[src/prqs_pkg.sv]
// Shared types, codes and defaults of the priority ready-queue scheduler.
`default_nettype none
package prqs_pkg;

  localparam int DEF_TASK_COUNT   = 16;
  localparam int DEF_TOP_PRIORITY = 31;
  localparam logic [4:0] FALLBACK_PRIO_RESET = 5'd8;
  localparam int SCAN_CHUNK = 8;

  typedef enum logic [1:0] {
    CMD_CREATE = 2'd0,
    CMD_YIELD  = 2'd1,
    CMD_EXIT   = 2'd2
  } cmd_t;

  typedef enum logic [1:0] {
    RES_OK     = 2'd0,
    RES_INVAL  = 2'd1,
    RES_NOSLOT = 2'd2
  } res_t;

  typedef enum logic [2:0] {
    TS_INVALID  = 3'd0,
    TS_READY    = 3'd1,
    TS_RUNNING  = 3'd2,
    TS_FINISHED = 3'd4,
    TS_IDLE     = 3'd5
  } task_state_t;

  typedef enum logic [3:0] {
    S_IDLE,
    S_DECODE,
    S_FREE_WAIT,
    S_READY_WAIT,
    S_DQ_RD,
    S_DQ_CHK,
    S_DQ_NEXT,
    S_DQ_HEAD,
    S_DQ_END,
    S_ENQ,
    S_ENQ_LINK,
    S_FINISH
  } sched_state_t;

  typedef struct packed {
    logic start;
    logic desc;
  } scan_req_t;

  typedef struct packed {
    logic done;
    logic found;
  } scan_res_t;

endpackage
`default_nettype wire

[src/priority_ready_queue_scheduler.sv]
// Top level: task table, per-priority ready queues, ready bitmap and sequencer.
//
//  channel   dir  handshake            contents
//  s_*       in   s_tvalid / s_tready  tdata: priority_req, entry_address; tuser: command
//  m_*       out  m_tvalid / m_tready  tdata: result fields; tuser: status
//  cfg_*     in   cfg_we               cfg_wdata: fallback priority
//
// In one transaction the shared bit-search unit walks the free-slot or ready vector 8 bits
// a cycle, then queue pointer updates go through the registered read ports of the memories.
// s_tready is high only while the sequencer is idle; a finished result waits in the output
// register and the next command is taken meanwhile, so only a result that meets an unread
// one stalls in finish. No clearing pass after reset: queue emptiness lives in the ready
// bitmap.
`default_nettype none
module priority_ready_queue_scheduler #(
  parameter int TASK_COUNT   = prqs_pkg::DEF_TASK_COUNT,
  parameter int TOP_PRIORITY = prqs_pkg::DEF_TOP_PRIORITY
) (
  input  logic        clk,
  input  logic        rst,
  input  logic        s_tvalid,
  output logic        s_tready,
  input  logic [39:0] s_tdata,   // [7:0] priority_req, [39:8] entry_address
  input  logic [1:0]  s_tuser,   // [1:0] command
  output logic        m_tvalid,
  input  logic        m_tready,
  output logic [23:0] m_tdata,   // [3:0] new_task_id, [4] switched, [8:5] from_task,
                                 // [12:9] to_task, [17:13] to_prio, [23:18] zero
  output logic [1:0]  m_tuser,   // [1:0] status
  input  logic        cfg_we,
  input  logic [4:0]  cfg_wdata
);
  import prqs_pkg::*;

  localparam int TW   = $clog2(TASK_COUNT);
  localparam int PW   = $clog2(TOP_PRIORITY + 1);
  localparam int QW   = (TOP_PRIORITY > 1) ? $clog2(TOP_PRIORITY) : 1;
  localparam int SW   = (TASK_COUNT > TOP_PRIORITY) ? TASK_COUNT : TOP_PRIORITY;
  localparam int SNCH = (SW + SCAN_CHUNK - 1) / SCAN_CHUNK;
  localparam int SIW  = $clog2(SNCH * SCAN_CHUNK);

  sched_state_t state, state_next;

  logic [4:0]    fallback_prio;
  logic [1:0]    cmd;
  logic [PW-1:0] prio;
  logic          arg_ok;
  logic [31:0]   entry;
  logic [TW-1:0] cur;
  logic [TW-1:0] from_id;
  logic [TW-1:0] new_id;
  logic [TW-1:0] nt;
  logic [TW-1:0] enq_t;
  logic [QW-1:0] qa;
  res_t          res_code;
  task_state_t   cur_st;
  logic [PW-1:0] cur_pri;

  task_state_t   task_status   [TASK_COUNT];
  logic [PW-1:0] task_priority [TASK_COUNT];
  logic [TW-1:0] task_next     [TASK_COUNT];
  logic [31:0]   task_entry    [TASK_COUNT];
  logic [TW-1:0] queue_head    [TOP_PRIORITY];
  logic [TW-1:0] queue_tail    [TOP_PRIORITY];
  logic [TOP_PRIORITY-1:0] ready_bitmap;

  logic [TW-1:0] head_rd;
  logic [TW-1:0] tail_rd;
  logic [TW-1:0] next_rd;

  logic [TASK_COUNT-1:0] free_vec;
  logic [SW-1:0]         scan_vec;
  scan_req_t             scan_req;
  scan_res_t             scan_res;
  logic [SIW-1:0]        scan_idx;

  logic [7:0]    eff_prio;
  logic          in_ok;
  logic          accept;
  logic [PW-1:0] found_p;
  logic [TW-1:0] found_t;
  task_state_t   cur_rd;
  task_state_t   cur_st_next;
  logic [PW-1:0] cur_pri_rd;
  logic          cur_pri_ok;

  // control strobes
  logic          st_we;
  logic [TW-1:0] st_wa;
  task_state_t   st_wd;
  logic          slot_we;
  logic          head_we;
  logic [TW-1:0] head_wd;
  logic          tail_we;
  logic          next_we;
  logic          rdy_set;
  logic          rdy_clr;
  logic          out_load;

  assign accept   = s_tvalid && s_tready;
  assign s_tready = (state == S_IDLE);

  // an oversized request falls back to the configured priority
  assign eff_prio = (s_tdata[7:0] > 8'(TOP_PRIORITY)) ? {3'b000, fallback_prio} : s_tdata[7:0];
  assign in_ok    = (eff_prio != 8'd0) && (eff_prio <= 8'(TOP_PRIORITY)) &&
                    (s_tdata[39:8] != 32'd0);

  always_comb begin
    for (int i = 0; i < TASK_COUNT; i++) begin
      free_vec[i] = (task_status[i] == TS_INVALID);
    end
  end

  assign scan_vec   = (cmd == CMD_CREATE) ? SW'(free_vec) : SW'(ready_bitmap);
  assign found_p    = PW'(scan_idx) + PW'(1);
  assign found_t    = scan_idx[TW-1:0];
  assign cur_rd     = task_status[cur];
  assign cur_pri_rd = task_priority[cur];
  assign cur_pri_ok = (cur_pri != '0) && (cur_pri <= PW'(TOP_PRIORITY));

  // exit frees the slot at once; the idle task cannot be freed
  assign cur_st_next = ((cmd == CMD_EXIT && cur != '0) || cur_rd == TS_FINISHED) ?
                       TS_INVALID : cur_rd;

  prqs_scan #(.W(SW)) u_scan (
    .clk (clk),
    .rst (rst),
    .req (scan_req),
    .vec (scan_vec),
    .res (scan_res),
    .idx (scan_idx)
  );

  always_ff @(posedge clk) begin
    if (rst) state <= S_IDLE;
    else     state <= state_next;
  end

  always_comb begin
    state_next = state;
    scan_req   = '0;
    st_we      = 1'b0;
    st_wa      = cur;
    st_wd      = TS_INVALID;
    slot_we    = 1'b0;
    head_we    = 1'b0;
    head_wd    = enq_t;
    tail_we    = 1'b0;
    next_we    = 1'b0;
    rdy_set    = 1'b0;
    rdy_clr    = 1'b0;
    out_load   = 1'b0;
    case (state)
      S_IDLE: begin
        if (accept) state_next = S_DECODE;
      end
      S_DECODE: begin
        case (cmd)
          CMD_CREATE: begin
            if (arg_ok) begin
              scan_req.start = 1'b1;
              state_next     = S_FREE_WAIT;
            end else begin
              state_next = S_FINISH;
            end
          end
          CMD_YIELD, CMD_EXIT: begin
            st_we          = (cur_st_next != cur_rd);
            st_wd          = cur_st_next;
            scan_req.start = 1'b1;
            scan_req.desc  = 1'b1;
            state_next     = S_READY_WAIT;
          end
          default: state_next = S_FINISH;
        endcase
      end
      S_FREE_WAIT: begin
        if (scan_res.done) begin
          if (scan_res.found) begin
            st_we      = 1'b1;
            st_wa      = found_t;
            st_wd      = TS_READY;
            slot_we    = 1'b1;
            state_next = S_ENQ;
          end else begin
            state_next = S_FINISH;
          end
        end
      end
      S_READY_WAIT: begin
        if (scan_res.done) begin
          if (!scan_res.found || (cur_st == TS_RUNNING && cur_pri > found_p)) begin
            state_next = S_FINISH;
          end else begin
            state_next = S_DQ_RD;
          end
        end
      end
      S_DQ_RD: state_next = S_DQ_CHK;
      S_DQ_CHK: begin
        // preempted task goes back to ready before its re-queue
        st_we = (cur_st == TS_RUNNING);
        st_wd = TS_READY;
        if (head_rd == tail_rd) begin
          rdy_clr    = 1'b1;
          state_next = S_DQ_END;
        end else begin
          state_next = S_DQ_NEXT;
        end
      end
      S_DQ_NEXT: state_next = S_DQ_HEAD;
      S_DQ_HEAD: begin
        head_we    = 1'b1;
        head_wd    = next_rd;
        state_next = S_DQ_END;
      end
      S_DQ_END: begin
        st_we = 1'b1;
        st_wa = nt;
        st_wd = TS_RUNNING;
        state_next = (cur_st == TS_RUNNING && cur_pri_ok) ? S_ENQ : S_FINISH;
      end
      S_ENQ: begin
        if (ready_bitmap[qa]) begin
          state_next = S_ENQ_LINK;
        end else begin
          head_we    = 1'b1;
          tail_we    = 1'b1;
          rdy_set    = 1'b1;
          state_next = S_FINISH;
        end
      end
      S_ENQ_LINK: begin
        next_we    = 1'b1;
        tail_we    = 1'b1;
        state_next = S_FINISH;
      end
      S_FINISH: begin
        if (!m_tvalid || m_tready) begin
          out_load   = 1'b1;
          state_next = S_IDLE;
        end
      end
      default: state_next = S_IDLE;
    endcase
  end

  // datapath registers
  always_ff @(posedge clk) begin
    if (rst) begin
      cur <= '0;
    end else begin
      case (state)
        S_IDLE: begin
          if (accept) begin
            cmd      <= s_tuser;
            prio     <= eff_prio[PW-1:0];
            arg_ok   <= in_ok;
            entry    <= s_tdata[39:8];
            from_id  <= cur;
            new_id   <= '0;
            res_code <= RES_OK;
          end
        end
        S_DECODE: begin
          cur_st  <= cur_st_next;
          cur_pri <= cur_pri_rd;
          if (cmd == CMD_CREATE) begin
            if (!arg_ok) res_code <= RES_INVAL;
          end else if (cmd != CMD_YIELD && cmd != CMD_EXIT) begin
            res_code <= RES_INVAL;
          end
        end
        S_FREE_WAIT: begin
          if (scan_res.done) begin
            if (scan_res.found) begin
              new_id <= found_t;
              enq_t  <= found_t;
              qa     <= QW'(prio - PW'(1));
            end else begin
              res_code <= RES_NOSLOT;
            end
          end
        end
        S_READY_WAIT: begin
          if (scan_res.done) begin
            if (!scan_res.found) begin
              if (cur_st != TS_RUNNING && cur_st != TS_IDLE) cur <= '0;
            end
            qa <= scan_idx[QW-1:0];
          end
        end
        S_DQ_CHK: nt <= head_rd;
        S_DQ_END: begin
          cur   <= nt;
          enq_t <= cur;
          qa    <= QW'(cur_pri - PW'(1));
        end
        default: ;
      endcase
    end
  end

  always_ff @(posedge clk) begin
    if (rst) begin
      fallback_prio <= FALLBACK_PRIO_RESET;
    end else if (cfg_we) begin
      fallback_prio <= cfg_wdata;
    end
  end

  // task table, status and priority in flops
  always_ff @(posedge clk) begin
    if (rst) begin
      for (int i = 0; i < TASK_COUNT; i++) begin
        task_status[i]   <= (i == 0) ? TS_IDLE : TS_INVALID;
        task_priority[i] <= '0;
      end
    end else begin
      if (st_we) task_status[st_wa] <= st_wd;
      if (slot_we) task_priority[found_t] <= prio;
    end
  end

  always_ff @(posedge clk) begin
    if (slot_we) task_entry[found_t] <= entry;
    if (next_we) task_next[tail_rd] <= enq_t;
    next_rd <= task_next[nt];
  end

  always_ff @(posedge clk) begin
    if (head_we) queue_head[qa] <= head_wd;
    if (tail_we) queue_tail[qa] <= enq_t;
    head_rd <= queue_head[qa];
    tail_rd <= queue_tail[qa];
  end

  always_ff @(posedge clk) begin
    if (rst) begin
      ready_bitmap <= '0;
    end else begin
      if (rdy_set) ready_bitmap[qa] <= 1'b1;
      if (rdy_clr) ready_bitmap[qa] <= 1'b0;
    end
  end

  // output register
  always_ff @(posedge clk) begin
    if (rst) begin
      m_tvalid <= 1'b0;
    end else begin
      if (out_load) begin
        m_tvalid <= 1'b1;
        m_tuser  <= res_code;
        m_tdata  <= {6'd0, 5'(cur_pri_rd), 4'(cur), 4'(from_id),
                     (cur != from_id), 4'(new_id)};
      end else if (m_tready) begin
        m_tvalid <= 1'b0;
      end
    end
  end

  // the idle task is never freed, queued or run as an ordinary task
  a_idle_task: assert property (@(posedge clk) disable iff (rst)
    task_status[0] == TS_IDLE)
    else $error("idle task status changed");

  a_running_state: assert property (@(posedge clk) disable iff (rst)
    (state == S_IDLE && cur != '0) |-> task_status[cur] == TS_RUNNING)
    else $error("running task not marked running");

  a_scan_waited: assert property (@(posedge clk) disable iff (rst)
    scan_res.done |-> (state == S_FREE_WAIT || state == S_READY_WAIT))
    else $error("search finished outside a wait state");

  a_result_source: assert property (@(posedge clk) disable iff (rst)
    $rose(m_tvalid) |-> $past(state) == S_FINISH)
    else $error("result raised outside finish");

endmodule
`default_nettype wire

[src/prqs_scan.sv]
// Shared bit-search unit: finds the lowest or highest set bit, one chunk a cycle.
`default_nettype none
module prqs_scan #(
  parameter int W = prqs_pkg::DEF_TASK_COUNT,
  localparam int CH   = prqs_pkg::SCAN_CHUNK,
  localparam int NCH  = (W + CH - 1) / CH,
  localparam int PADW = NCH * CH,
  localparam int IW   = $clog2(PADW)
) (
  input  logic                clk,
  input  logic                rst,
  input  prqs_pkg::scan_req_t req,
  input  logic [W-1:0]        vec,
  output prqs_pkg::scan_res_t res,
  output logic [IW-1:0]       idx
);
  import prqs_pkg::*;

  localparam int CBW = $clog2(CH);

  logic            busy;
  logic            desc;
  logic [PADW-1:0] data;
  logic [PADW-1:0] padded;
  logic [PADW-1:0] rev;
  logic [IW-1:0]   base;
  logic [CH-1:0]   chunk;
  logic [CBW-1:0]  pos;
  logic [IW-1:0]   hit_idx;
  logic            hit;
  logic            last;

  assign padded = PADW'(vec);

  always_comb begin
    for (int i = 0; i < PADW; i++) begin
      rev[i] = padded[PADW-1-i];
    end
  end

  assign chunk = data[CH-1:0];
  assign hit   = |chunk;
  assign last  = (base == IW'(PADW - CH));

  always_comb begin
    pos = '0;
    for (int i = CH - 1; i >= 0; i--) begin
      if (chunk[i]) pos = CBW'(i);
    end
  end

  assign hit_idx = base + IW'(pos);

  always_ff @(posedge clk) begin
    if (rst) begin
      busy <= 1'b0;
      res  <= '0;
    end else begin
      res.done <= busy && !req.start && (hit || last);
      if (req.start) begin
        busy <= 1'b1;
        desc <= req.desc;
        base <= '0;
        data <= req.desc ? rev : padded;
      end else if (busy) begin
        if (hit || last) begin
          busy      <= 1'b0;
          res.found <= hit;
          // descending search runs on the mirrored vector
          idx <= desc ? (IW'(PADW - 1) - hit_idx) : hit_idx;
        end else begin
          data <= data >> CH;
          base <= base + IW'(CH);
        end
      end
    end
  end

endmodule
`default_nettype wire
[config.mk]
export PLATFORM = sky130hd
export DESIGN_NAME = priority_ready_queue_scheduler
export DESIGN_NICKNAME = d
export VERILOG_FILES = /design/src/prqs_pkg.sv /design/src/priority_ready_queue_scheduler.sv /design/src/prqs_scan.sv
export SDC_FILE = /design/constraint.sdc
export NUM_CORES = 1
export LEC_CHECK = 0
export BUFFER_PORTS_ARGS = -buffer_cell sky130_fd_sc_hd__buf_2
export CORE_MARGIN = 1.5
export CORE_UTILIZATION = 40
export DETAILED_ROUTE_END_ITERATION = 12
export SYNTH_ARGS = -nofsm -noshare
export SYNTH_HDL_FRONTEND = slang
export SYNTH_SLANG_ARGS = --single-unit
[constraint.sdc]
create_clock -name clk -period 4.76 [get_ports clk]
set_input_delay 0.476 -clock clk [delete_from_list [all_inputs] [get_ports clk]]
set_output_delay 0.476 -clock clk [all_outputs]
set_load 0.05 [all_outputs]
Yosys cells after proc, flatten, opt, wreduce, memory -nomap -nowiden
Memory sizes are Yosys's and may differ from the RTL's. A register that Yosys moved wholly into a read port is not among the register bits.
Cells that the tools add are included.

storage, ports and cells
  register bits = 150
  RAM bits = 440
  input bits = 52
  output and inout bits = 28
  logic and storage cells = 259
  memories = 5

cells by class
  $add $sub $neg = 6
  $lt $le $gt $ge = 6
  equality and inequality tests = 34
  mux-type cells = 112
  bitwise operators = 5
  reduce and logical (&&, ||, !) cells = 66

memories
  memory         depth  bits a word  read ports  clocked after Yosys merged registers in  wr ports  line                                  text
  queue_head     31     4            1           1                                        1         priority_ready_queue_scheduler.sv:63  logic [TW-1:0] queue_head [TOP_PRIORITY];
  queue_tail     31     4            1           1                                        1         priority_ready_queue_scheduler.sv:64  logic [TW-1:0] queue_tail [TOP_PRIORITY];
  task_priority  16     5            1           1                                        16        priority_ready_queue_scheduler.sv:60  logic [PW-1:0] task_priority [TASK_COUNT];
  task_next      16     4            1           1                                        1         priority_ready_queue_scheduler.sv:61  logic [TW-1:0] task_next [TASK_COUNT];
  task_status    16     3            17          1                                        16        priority_ready_queue_scheduler.sv:59  task_state_t task_status [TASK_COUNT];

operator list
  kind                count
  $mux 32             4
  $mux 31             4
  $mux 4              22
  $logic_not 3->1     16
  $pmux 4 s12         1
  $pmux 4 s2          5
  $mux 1              39
  $mux 5              7
  $mux 3              11
  $reduce_bool 32->1  1
  $and 31x31->31      1
  $not 31->31         1
  $or 31x31->31       1
  $mux 2              9
  $eq 4x3->1 const B  4
  $eq 4x4->1 const B  4
  $reduce_and 4->1    4
  $pmux 5 s3          1
  $logic_and 1x1->1   12
  $ne 2x1->1 const B  6
  $pmux 3 s4          1
  $ne 2x2->1 const B  5
  $reduce_and 5->1    2
  $reduce_bool 2->1   5
  other kinds (45)    63

Logic depth before layout (Yosys ltp)
  depth in word-level cells = 12
  mapped depth = 11
  mapped depth without buffers = 11

Modules after synthesis
A second synthesis with hierarchy kept.

unflattened totals
  cells, all modules = 1747
  area, all modules = 26380.3 um^2

by module, submodules not included
  module                          times used  cells an instance  area each (um^2)  sequential area each (um^2)
  priority_ready_queue_scheduler  1           1573               24288.3           16205.5
  prqs_scan                       1           174                2092.0            1261.2

Worst setup path after synthesis
No wires, ideal clock.

  kind = reg2reg
  start point = register cmd[0]
  end point = register u_scan.base[3] (enable)
  library setup time = 436 ps
  arrival time = 3060 ps
  slack = 1263 ps
  stages on the path, launching flop included = 8
  period minus slack after synthesis = 3497 ps
  cells stage by stage = edfxtp_1 > inv_1 > ha_1 > clkbuf_1 > and2_1 > o21ai_1 > clkbuf_1 > a21oi_1

on the way
  word-level cells in the longest chain between the ends = 6

RTL lines
  item                                                                     line                                   text
  start, declared                                                          priority_ready_queue_scheduler.sv:45   logic [1:0] cmd;
  start signal, assigned                                                   priority_ready_queue_scheduler.sv:256  cmd <= s_tuser;
  $eq 2x2->1 / $eq 2x1->1 (equally long branches)                          priority_ready_queue_scheduler.sv:158  case (cmd)
  $reduce_or 2->1                                                          priority_ready_queue_scheduler.sv:158
  $pmux 1 s2 *                                                             priority_ready_queue_scheduler.sv:158
  $mux 2 *                                                                 priority_ready_queue_scheduler.sv:153  case (state)
  $ne 2x1->1 (no source line) / $reduce_bool 2->1 (equally long branches)  -
  $reduce_and 3->1 (no source line) *                                      -
  end signal, assigned                                                     prqs_scan.sv:73                        base <= base + IW'(CH);
  end, declared                                                            prqs_scan.sv:26                        logic [IW-1:0] base;

Every way passes the cells marked *; elsewhere a longest branch is shown, timed or not.
A chain may end at the register's enable or synchronous reset.

Final worst setup path
  start point = register qa[0]
  end point = memory queue_head[7][2] (netlist bit) (enable)

on the way
  word-level cells in the longest chain between the ends = 6

RTL lines
  item                          line                                   text
  start, declared               priority_ready_queue_scheduler.sv:54   logic [QW-1:0] qa;
  start signal, assigned        priority_ready_queue_scheduler.sv:279  qa <= QW'(prio - PW'(1));
  start signal, assigned        priority_ready_queue_scheduler.sv:290  qa <= scan_idx[QW-1:0];
  start signal, assigned        priority_ready_queue_scheduler.sv:297  qa <= QW'(cur_pri - PW'(1));
  $bmux 1 s5                    priority_ready_queue_scheduler.sv:224  if (ready_bitmap[qa]) begin
  $mux 1 (implied by the code)  priority_ready_queue_scheduler.sv:224
  $mux 1                        priority_ready_queue_scheduler.sv:224
  $pmux 1 s2                    priority_ready_queue_scheduler.sv:153
  $mux 1                        priority_ready_queue_scheduler.sv:332  if (head_we) queue_head[qa] <= head_wd;
  $mux 1 (implied by the code)  priority_ready_queue_scheduler.sv:332
  end, declared                 priority_ready_queue_scheduler.sv:63

Parallel ways exist; a longest one is shown, timed or not. The select of a mux whose other input is x is not followed.

==> key figures <==
Synthesis
  – Post-synth EDFFs: 539
  – Avg Synthesized Cell Area: 14.7 µm²
  – Seq/Total Area, Yosys: 0.671
  – Fraction of registers with async set/reset: 0
  – Synth unique cells: 61
  – Synthesized cell area: 0.0260 mm²
  – Fraction of post-synthesis cell area in the top cell type by area: 0.622
  – Ys Warns: 0
  – Synthesized instance count: 1770
  – Synth Register Bits: 603
  – Largest area contributor in the netlist: edfxtp_1
  – Top FF cell, synth: edfxtp_1
  – Cells taking the most area after synthesis: edfxtp_1 62%, mux4_2 10%, dfxtp_1 4.9%

Hold path
  – Worst hold path class: input pin to flip-flop

Setup path
  – Startpoint types: flip-flop
  – CP top delay family: compound AO/OA/AOI/OAI gates
  – Crit-path max FO: 45
  – CP peak stage delay: 0.65 ns
  – Crit path top cell by count: buf_4
  – Crit-path cells: buf_4 > mux4_2 > a22oi_1 > o211a_1 > a31oi_2 > buf_4 > nor3_1
  – Critical path buffers and inverters: 2
  – Crit path DAT: 4.18 ns
  – Critical Path RT: 5.02 ns
  – Crit Path Category: flip-flop to flip-flop
  – Slowest CP cell: buf_4
  – Crit end category: flip-flop

Floorplanning
  – Initial core utilization: 0.405
  – IO Count: 80
  – Core Box Area: 0.0643 mm²
  – Rows: 93
  – Die height: 258 µm
  – Die width: 258 µm
  – Die area: 0.0666 mm²

STA
  – Clock Skews: 0.0266 ns
  – Hold Violations, Final: 0
  – Minimum clock period: 3.92 ns
  – Setup ws final: 0.835 ns
  – Tcrit/Tclk final: 0.825
  – Slew Viols, Final: 0
  – RSZ-0062 raised after global routing: no
  – Worst-margin pin slew: 1.16 ns
  – Setup TNS: 0 ns
  – Max Fclk: 255 MHz
  – Finish-stage setup viols: 0
  – Worst rel slew slack: 0.228

Route
  – DR vias/cell: 5.65
  – Pre-antenna DRT Iters: 5
  – WL/cell: 22.6 µm
  – Vias post-DR: 15500
  – Initial DRC Count: 1733
  – Final ANT Viol Nets: 0
  – Final wirelength: 61900 µm
  – DRC: 0

CTS
  – Setup bufs post-CTS: 0
  – CTS tree: yes
  – CTS H-tree lvls: 2
  – Post_cts resized: 0
  – CTS max path bufs: 3
  – Clock latency on the worst-skew pair: 0.62 ns
  – Clock-pin slew on the worst setup and hold paths: 0.07 ns
  – CTS Buf Count: 57
  – Clk root buf: clkbuf_16
  – CTS Sinks: 603
  – CTS Hold Buffers Added: 0

Global route
  – Largest net degree at the start of global routing: 60
  – Grt ovf: 0
  – Gr usage total: 0.185
  – First-pass GRT wire length: 94600 µm
  – Initial antenna violation count: 0
  – Vias in the first global route: 15200

Pwr
  – Lkg Pwr: 9.47 nW
  – Internal power: 0.00938 W
  – Combinational power share: 0.129
  – P per Cell Area: 431 mW/mm²
  – Peak VDD IR: 0.310 mV
  – Clock network power share: 0.378
  – Net load switching power: 0.00325 W
  – Register share of total power: 0.494
  – Switch share: 0.257

Cells and area
  – Nets: 1899
  – Layout Cells excl Fill: 2737
  – # fillers: 5547
  – Ratio of cells with drive above 1 in the final layout: 0.195
  – Synthesis-to-finish area growth: 12.6%
  – Fin util: 0.456
  – Register area: 0.0175 mm²
  – Area of the multi-input gates: 0.00810 mm²

Place
  – I/O Buffers: 73
  – Dpl cells: 2629
  – Dpl ws: 0.843 ns
  – DP Wirelength: 41400 µm
  – Final Wtd Congestion: 0.855

Run status
  – Outcome: completed

Job
  – Max-cap check violation count: 0
cell type report:
type                    count  area share
multi-input cells        1050       0.276
well taps                 855      0.0365
diodes                      1   0.0000853
repair buffers            110      0.0219
flip-flops and latches    603       0.596
clock inverters            20     0.00947
inverters                  11     0.00141
clock buffers              87      0.0588
per-layer routing:
| metal | GRT usage | up-vias | routed length [µm] |
|---|---|---|---|
| met5 | 0 | - | 0 |
| met3 | 0.0255 | 76 | 3660 |
| li1 | - | 6960 | - |
| met2 | 0.297 | 563 | 29200 |
| met4 | 0.0445 | 0 | 1110 |
| met1 | 0.268 | 7860 | 27900 |
power by group through the flow:
| stage | Clock [W] | Sequential [W] | Combinational [W] |
|---|---|---|---|
| detailed placement | 0 | 0.00634 | 0.00161 |
| global route | 0.00504 | 0.00626 | 0.00175 |
| floorplan | 0 | 0.00623 | 0.00116 |
| CTS | 0.00485 | 0.00623 | 0.00162 |
| global placement | 0 | 0.00634 | 0.00160 |
| finish | 0.00477 | 0.00623 | 0.00163 |
logic make-up after synthesis:
group | synth area share
other | 0.000144
DFF | 0.671
AOI/OAI and AO/OA | 0.0652
adders and majority gates | 0.00673
buffers and inverters | 0.0227
and+or+nand+nor | 0.108
xor gates and xnor gates | 0.00639
muxes | 0.120
cell usage after synthesis, drive strengths merged (5+ instances only):
| cell | number |
|---|---|
| nand2b | 12 |
| o21ai | 48 |
| nor3 | 65 |
| nor4 | 30 |
| nand4 | 11 |
| mux2i | 27 |
| and3 | 12 |
| edfxtp | 539 |
| nand2 | 101 |
| xor2 | 10 |
| a211oi | 11 |
| dfxtp | 64 |
| or2 | 20 |
| a21oi | 82 |
| a31oi | 25 |
| buf | 45 |
| a311oi | 22 |
| a22oi | 33 |
| and2 | 90 |
| nor2b | 28 |
| nor3b | 5 |
| nor2 | 177 |
| ha | 14 |
| mux4 | 120 |
| nand3 | 13 |
| clkbuf | 81 |
| mux2 | 13 |
| inv | 9 |
| xnor2 | 9 |
| o21bai | 17 |
stage by stage:
step / cell area [µm²] / hold WS, ns / total power [W]
after floorplan: 26100 / 0.400 / 0.00739
after global placement: 27300 / 0.407 / 0.00794
after detailed placement: 27300 / 0.405 / 0.00795
after CTS: 29300 / 0.0201 / 0.0127
after global routing: 29300 / 0.0315 / 0.0130
final: 29300 / 0.0563 / 0.0126
final timing paths:
check	slack (ns)	cells after the start	startpoint	end
max	0.84	7	qa[0]$_DFFE_PP_	queue_head[7][2]$_DFFE_PP_
min	0.06	1	s_tuser[0]	cmd[0]$_DFFE_PP_
max reg2reg	0.84	7	qa[0]$_DFFE_PP_	queue_head[7][2]$_DFFE_PP_
min reg2reg	0.42	0	new_id[3]$_SDFFCE_PN0P_	m_tdata[3]$_DFFE_PP_
flip-flops by register name (all words and copies together) (netlist names), 18 cells and up, named ones only:
register,cells
m_tdata,18
u_scan.data,32
task_status,48
task_next,64
task_priority,80
ready_bitmap,31
queue_head,124
queue_tail,124
cell usage in the layout, fill, tap and decap left out, types with 14 or more instances in the layout:
cell / count
ha_1: 14
o21bai_1: 17
clkbuf_16: 60
or2_2: 20
edfxtp_1: 539
o21ai_0: 47
a311oi_1: 21
buf_4: 37
a31oi_1: 24
nand2_1: 101
a21oi_1: 79
mux2i_1: 27
clkbuf_1: 15
buf_2: 73
nor2b_1: 28
nor3_1: 63
conb_1: 21
mux4_2: 120
dfxtp_1: 63
a22oi_1: 33
and2_1: 90
nor2_1: 175
nor4_1: 30
Power figures use the tool's default switching activity.
